<file path="config.mk">
export PLATFORM = sky130hd
export DESIGN_NAME = cswp_ctrl
export DESIGN_NICKNAME = d
export VERILOG_FILES = /design/src/cswp_pkg.sv /design/src/cswp_ctrl.sv
export SDC_FILE = /design/constraint.sdc
export NUM_CORES = 1
export LEC_CHECK = 0
export ABC_AREA = 1
export BUFFER_PORTS_ARGS = -buffer_cell sky130_fd_sc_hd__clkbuf_2
export CORE_MARGIN = 4
export CORE_UTILIZATION = 45
export CTS_CLUSTER_DIAMETER = 30
export DETAILED_ROUTE_END_ITERATION = 12
export PLACE_DENSITY = 0.73
export SETUP_SLACK_MARGIN = 0.02
export SLEW_MARGIN = 20
export SYNTH_ARGS = -nofsm -noshare
export SYNTH_HDL_FRONTEND = slang
export SYNTH_SLANG_ARGS = --single-unit
</file>
<file path="constraint.sdc">
create_clock -name i_clk -period 1.4 [get_ports i_clk]
set_input_delay 0.07 -clock i_clk [delete_from_list [all_inputs] [get_ports i_clk]]
set_output_delay 0.07 -clock i_clk [all_outputs]
set_load 0.05 [all_outputs]
</file>
<file path="src/cswp_pkg.sv">
// ----------------------------------------------------------------------------
// cswp_pkg - shared definitions for the cascaded steering and wheel PID
// Defaults, limits, register indexes, sequencer step codes and the
// command/status structs between controller and datapath.
// ----------------------------------------------------------------------------
`default_nettype none

package cswp_pkg;

    // default parameter values
    localparam int CSWP_FRAC_BITS   = 16;
    localparam int CSWP_SPEED_WIDTH = 16;

    // fixed limits
    localparam int DUTY_MAX   = 9999;
    localparam int STEER_ILIM = 100;
    localparam int BIG_ERR    = 10;

    // register indexes
    localparam logic [2:0] REG_STEER_KP = 3'd0;
    localparam logic [2:0] REG_STEER_KI = 3'd1;
    localparam logic [2:0] REG_STEER_KD = 3'd2;
    localparam logic [2:0] REG_SPEED_KP = 3'd3;
    localparam logic [2:0] REG_SPEED_KI = 3'd4;
    localparam logic [2:0] REG_SPEED_KD = 3'd5;
    localparam logic [2:0] REG_CRUISE   = 3'd6;
    localparam logic [2:0] REG_CEILING  = 3'd7;

    // register reset values
    localparam logic [31:0] RST_STEER_KP = 32'd5898;
    localparam logic [31:0] RST_STEER_KI = 32'd0;
    localparam logic [31:0] RST_STEER_KD = 32'd0;
    localparam logic [31:0] RST_SPEED_KP = 32'd78643200;
    localparam logic [31:0] RST_SPEED_KI = 32'd2949120;
    localparam logic [31:0] RST_SPEED_KD = 32'd0;
    localparam logic [7:0]  RST_CRUISE   = 8'd7;
    localparam logic [13:0] RST_CEILING  = 14'd9999;

    // sequencer steps
    localparam logic [4:0] ST_IDLE = 5'd0;
    localparam logic [4:0] ST_A    = 5'd1;   // integral, derivative, A*smoothed
    localparam logic [4:0] ST_B    = 5'd2;   // B*d
    localparam logic [4:0] ST_C    = 5'd3;   // filter sum
    localparam logic [4:0] ST_D    = 5'd4;   // smoothed derivative, magnitude
    localparam logic [4:0] ST_E    = 5'd5;   // kd*int
    localparam logic [4:0] ST_F    = 5'd6;   // kd*frac
    localparam logic [4:0] ST_G    = 5'd7;   // kp*e, signed kd term
    localparam logic [4:0] ST_H    = 5'd8;   // ki*integral
    localparam logic [4:0] ST_I    = 5'd9;   // sum
    localparam logic [4:0] ST_J    = 5'd10;  // adjustment, targets
    localparam logic [4:0] W_A     = 5'd11;  // wheel error
    localparam logic [4:0] W_B     = 5'd12;  // kp*(err-e1)
    localparam logic [4:0] W_C     = 5'd13;  // ki*err
    localparam logic [4:0] W_D     = 5'd14;  // kd*dd, start divide
    localparam logic [4:0] W_E     = 5'd15;  // add kd term
    localparam logic [4:0] W_F     = 5'd16;  // wait divide, add integral term
    localparam logic [4:0] W_G     = 5'd17;  // duty update
    localparam logic [4:0] ST_OUT  = 5'd18;  // load result

    typedef struct packed {
        logic [4:0] step;
        logic       side;     // 0 left wheel, 1 right wheel
        logic       capture;  // take the input request
        logic       load;     // move result to the output register
    } t_cmd;

    typedef struct packed {
        logic big_err;   // |wheel error| above the threshold
        logic div_busy;
    } t_stat;

endpackage

`default_nettype wire

</file>
<file path="src/cswp_ctrl.sv">
// ----------------------------------------------------------------------------
// cswp_ctrl - sequencer for the steering and wheel PID datapath
// Steps through the steering loop, then each wheel, and hands the result
// to the output register once that is free.
// ----------------------------------------------------------------------------
`default_nettype none

module cswp_ctrl (
    input  wire              i_clk,
    input  wire              i_rst_n,
    input  wire              i_s_tvalid,
    output logic             o_s_tready,
    output logic             o_m_tvalid,
    input  wire              i_m_tready,
    input  cswp_pkg::t_stat  i_stat,
    output cswp_pkg::t_cmd   o_cmd
);

    logic [4:0] r_state, n_state;
    logic       r_side, n_side;
    logic       r_valid, n_valid;
    logic       w_capture, w_load;

    assign w_capture = (r_state == cswp_pkg::ST_IDLE) && i_s_tvalid;
    assign w_load    = (r_state == cswp_pkg::ST_OUT) && (!r_valid || i_m_tready);

    // next state
    always_comb begin
        n_state = r_state;
        n_side  = r_side;
        case (r_state)
            cswp_pkg::ST_IDLE: begin
                if (i_s_tvalid) begin
                    n_state = cswp_pkg::ST_A;
                    n_side  = 1'b0;
                end
            end
            cswp_pkg::ST_J: n_state = cswp_pkg::W_A;
            cswp_pkg::W_F: begin
                if (!(i_stat.big_err && i_stat.div_busy)) n_state = cswp_pkg::W_G;
            end
            cswp_pkg::W_G: begin
                if (r_side) begin
                    n_state = cswp_pkg::ST_OUT;
                end else begin
                    n_state = cswp_pkg::W_A;
                    n_side  = 1'b1;
                end
            end
            cswp_pkg::ST_OUT: begin
                if (w_load) n_state = cswp_pkg::ST_IDLE;
            end
            default: begin
                if (r_state < cswp_pkg::ST_OUT) n_state = r_state + 5'd1;
                else n_state = cswp_pkg::ST_IDLE;
            end
        endcase
    end

    // output valid flag
    always_comb begin
        n_valid = r_valid;
        if (r_valid && i_m_tready) n_valid = 1'b0;
        if (w_load) n_valid = 1'b1;
    end

    always_ff @(posedge i_clk) begin
        if (!i_rst_n) begin
            r_state <= cswp_pkg::ST_IDLE;
            r_side  <= 1'b0;
            r_valid <= 1'b0;
        end else begin
            r_state <= n_state;
            r_side  <= n_side;
            r_valid <= n_valid;
        end
    end

    assign o_s_tready    = (r_state == cswp_pkg::ST_IDLE);
    assign o_m_tvalid    = r_valid;
    assign o_cmd.step    = r_state;
    assign o_cmd.side    = r_side;
    assign o_cmd.capture = w_capture;
    assign o_cmd.load    = w_load;

endmodule

`default_nettype wire

</file>
==> reports/results.md <==
| Step | Result | Value |
|:---|:---|:---|
| run status | Outcome | finished with violations |
| run status | Failing checks | negative setup slack |
| clock network | Hold buffer count at CTS | 0 |
| sta | Top achievable clock speed | 678 MHz |
| routing | Final routed DRC violation total | 0 |
| routing | Total iterations of the first detailed-routing run | 4 |
| placed design | Post-placement worst setup slack | -0.00993 ns |
| sta | Max_slew headroom | 79.0% |
| sta | Final Max Slew Viols | 0 |
| sta | Period utilization | 105% |
| placed design | Final Wtd Congestion | 0.933 |
| clock network | Clock-pin transition on the worst setup and hold timing paths | 0.06 ns |
| floorplanning | Effective utilization at floorplan | 47.2% |
| floorplanning | Area enclosed by the die boundary | 0.00202 mm^2 |
| finish | Final-layout fill cell count | 119 |
| sta | Worst Hold Margin | 0.0728 ns |
| finish | Area taken by flip-flops and latches | 151 um^2 |
| sta | Clock skew after layout | 0.00330 ns |
| power | Switching power total | 1.31 mW |
| setup path | Slowest CP cell | sky130_fd_sc_hd__dfxtp_4 |
| sta | Post-route minimum period | 1.48 ns |
| setup path | Crit path buffers/inverters | 3 |
| sta | # setup viols final | 4 |
| finish | Number of nets in the layout | 132 |
| setup path | Crit-path most repeated cell | sky130_fd_sc_hd__nor2_4 |
| placed design | HPWL after detailed placement | 1.26 mm |
| finish | Leading cell types in the layout, fill and taps excluded | sky130_fd_sc_hd__nand2_1, sky130_fd_sc_hd__clkbuf_2, sky130_fd_sc_hd__buf_4 |
| floorplanning | Die width | 45.0 um |
| setup path | Kind of cell adding the most delay to the critical path | simple AND/OR/NAND/NOR gates |
| setup path | Data arrival, critical path | 1.65 ns |
| setup path | Launching element type of the critical path | flip-flop |
| min path | Type of the most critical hold path | in2reg |
| routing | Number of vias after detailed routing | 675 |
| finish | Multi-input gate area in the final layout | 470 um^2 |
| yosys | Mapped Area | 614 um^2 |
| routing | Number of antenna-violating nets in the routed design | 0 |
| routing | Iteration-0 DRC Markers | 16 |
| global routing | Antenna violations before repair | 0 |
| finish | Most common cell after layout, fill and taps aside | sky130_fd_sc_hd__nand2_1 |
| routing | Final wirelength | 1.74 mm |
| sta | Unrepaired setup endpoints after global routing | true |
| setup path | List of cells traversed by the critical path | inv_4 -> ha_4 -> inv_2 -> nor2_4 -> buf_4 -> nand2_4 -> nor2_4 -> nor2_4 -> nand3_2 -> a21oi_2 |
| job | Max-cap violations | 0 |
| global routing | All-Layer GR Usage | 17.3% |
| yosys | Synthesis-stage register bit count | 7 |
| global routing | Global-route congestion overflow total | 0 |
| sta | Worst slew pin tran | 0.314 ns |
| routing | Avg WL per Cell | 12.8 um |
| power | Part of the power in registers | 16.1% |
| floorplanning | Core area | 0.00130 mm^2 |
| clock network | Clock insertion delay at the later pin of the skew report | 0.25 ns |
| global routing | Largest net degree at the start of global routing | 12 |
| finish | Total non-filler cell area in the finished layout | 926 um^2 |
| power | Gate power share | 76.0% |
| yosys | Mean area per synthesized cell | 6.61 um^2 |
| clock network | CTS root buffer | sky130_fd_sc_hd__clkbuf_4 |
| power | Clock network fraction of design power | 7.9% |
| placed design | Number of buffers added on ports | 15 |
| finish | Layout area overhead | 50.7% |
| yosys | Part of the Yosys area used for sequential elements | 22.8% |
| setup path | Kind of end point of the critical path | flip-flop |
| power | Internal power | 1.06 mW |
| power | Peak supply drop | 1.63 mV |
| finish | Share of post-route cells with drive strength above 1 | 57.9% |
| power | Post-layout power | 2.37 mW |
| sta | Final hold viol count | 0 |
| finish | ANT cells | 0 |
| setup path | Maximum cell stage delay along the critical path | 0.37 ns |
| sta | Worst setup margin | -0.0752 ns |
| placed design | Area of placed instances | 753 um^2 |
| sta | Setup total negative slack | -0.151 ns |
| clock network | Number of clock buffers inserted by TritonCTS | 3 |
| setup path | Required time reported for the critical path endpoint | 1.58 ns |
| setup path | Max Fanout on Critical Path | 5 |
| yosys | Count of synthesis-stage warnings from yosys | 0 |
| power | Switch share | 55.1% |
| yosys | Count of distinct cell types in the synthesized netlist | 22 |
| floorplanning | Top Ports | 16 |
| floorplanning | Row cnt | 13 |
| yosys | Cell count after synthesis | 93 |
| global routing | Wire length of the first global-routing pass | 2.59 mm |
| floorplanning | Height of the die | 45.0 um |
| power | Leak Pwr | 0.430 nW |
| setup path | Critical setup path kind | reg2reg |
| clock network | Clock tree from TritonCTS | built |
| global routing | Number of global-route vias before repair | 633 |
| clock network | Clock Sink Count | 7 |
| clock network | Count of H-tree levels built during CTS | 1 |
| power | Pwr/cell area | 2560 mW/mm^2 |
| yosys | Synthesized net count | 103 |
| clock network | Clock Tree Buf Depth | 2 |
| routing | Post-DR vias/cell | 4.96 |
worst register-to-register path, delay by kind of cell, from the launching register on:
kind | cells | cell delay [ns]
DFF | 1 | 0.37
buffers and inverters | 3 | 0.26
adders and majority gates | 1 | 0.14
AOI/OAI and AO/OA | 1 | 0.17
and+or+nand+nor | 5 | 0.45
cells by family (layout without fill, tap and decap cells):
kind of cell             after synthesis  in the layout  synth area share [%]
flip-flops                             7              7                  22.8
AO/OA/AOI/OAI                         12             12                  10.6
XOR/XNOR                               1              1                  1.43
buffers and inverters                 19             47                  14.7
adder cells (fa/ha/maj)                4              4                  8.15
AND/OR/NAND/NOR                       50             50                  42.4
per-stage QoR:
| stage | cells | util (%) |
|---|---|---|
| after floorplan | 93 | - |
| after global placement | 125 | 57.9 |
| after detailed placement | 125 | 57.9 |
| after CTS | 135 | 65.1 |
| after global routing | 136 | 71.2 |
| final | 136 | 71.2 |
power groups by stage:
stage	logic, mW	registers (mW)	clock network [mW]
3_5_place_dp	1.36	0.378	0
4_1_cts	1.59	0.370	0.190
6_report	1.80	0.381	0.188
3_3_place_gp	1.34	0.375	0
2_1_floorplan	0.966	0.520	0
5_1_grt	1.95	0.390	0.206
area by class of cell:
type	instances	area share, %
multi-input cells	67	50.8
inverters	15	6.89
flip-flops and latches	7	16.4
clock buffers	4	2.84
repair buffers	28	21.1
well taps	15	2.03
timing repair:
action,in CTS,in global routing
buffers inserted,6,1
endpoints found under the hold margin,0,0
resized for setup,10,19
setup endpoints to repair,6,8
pin swaps,6,9
final timing paths:
kind | from | endpoint | slack, ns | depth (start not counted)
setup / recovery | r_state[1] | r_state[4] | -0.08 | 10
hold / removal | i_rst_n | r_state[0] | 0.07 | 3
setup reg to reg | r_state[1] | r_state[4] | -0.08 | 10
hold reg to reg | r_side | r_side | 0.57 | 2
cell usage after synthesis:
cell	n	area share [%]
sky130_fd_sc_hd__nand2_1	16	9.8
sky130_fd_sc_hd__inv_1	13	7.9
sky130_fd_sc_hd__nor2_1	13	7.9
sky130_fd_sc_hd__dfxtp_1	7	23
sky130_fd_sc_hd__nand3_1	7	5.7
sky130_fd_sc_hd__a21oi_1	4	3.3
sky130_fd_sc_hd__ha_1	4	8.1
sky130_fd_sc_hd__nor2_4	4	7.3
sky130_fd_sc_hd__buf_4	3	3.7
sky130_fd_sc_hd__nand2_2	3	3.1
sky130_fd_sc_hd__o21ai_0	3	2.4
sky130_fd_sc_hd__o21ai_1	3	2.4
sky130_fd_sc_hd__inv_2	2	1.2
sky130_fd_sc_hd__nand4_1	2	2.0
sky130_fd_sc_hd__nor3_1	2	1.6
sky130_fd_sc_hd__buf_6	1	1.8
sky130_fd_sc_hd__nand3_4	1	2.9
sky130_fd_sc_hd__nor2_2	1	1.0
sky130_fd_sc_hd__o211ai_1	1	1.2
sky130_fd_sc_hd__o21bai_1	1	1.2
sky130_fd_sc_hd__or2_2	1	1.0
sky130_fd_sc_hd__xor2_1	1	1.4
metal layers:
metal / routed length (um) / share of wire [%] / track usage (%) / up-vias
met1: 656 / 38 / 18.6 / 300
met3: 110 / 6.3 / 5.18 / 6
met5: 0 / 0 / 0 / -
met2: 919 / 53 / 31.9 / 24
met4: 51 / 2.9 / 5.26 / 0
li1: - / - / - / 345
state kept, by name, summed over array words and instances, names as in the netlist:
register    count
r_state         5
r_side          1
o_m_tvalid      1
Power figures use the tool's default switching activity.
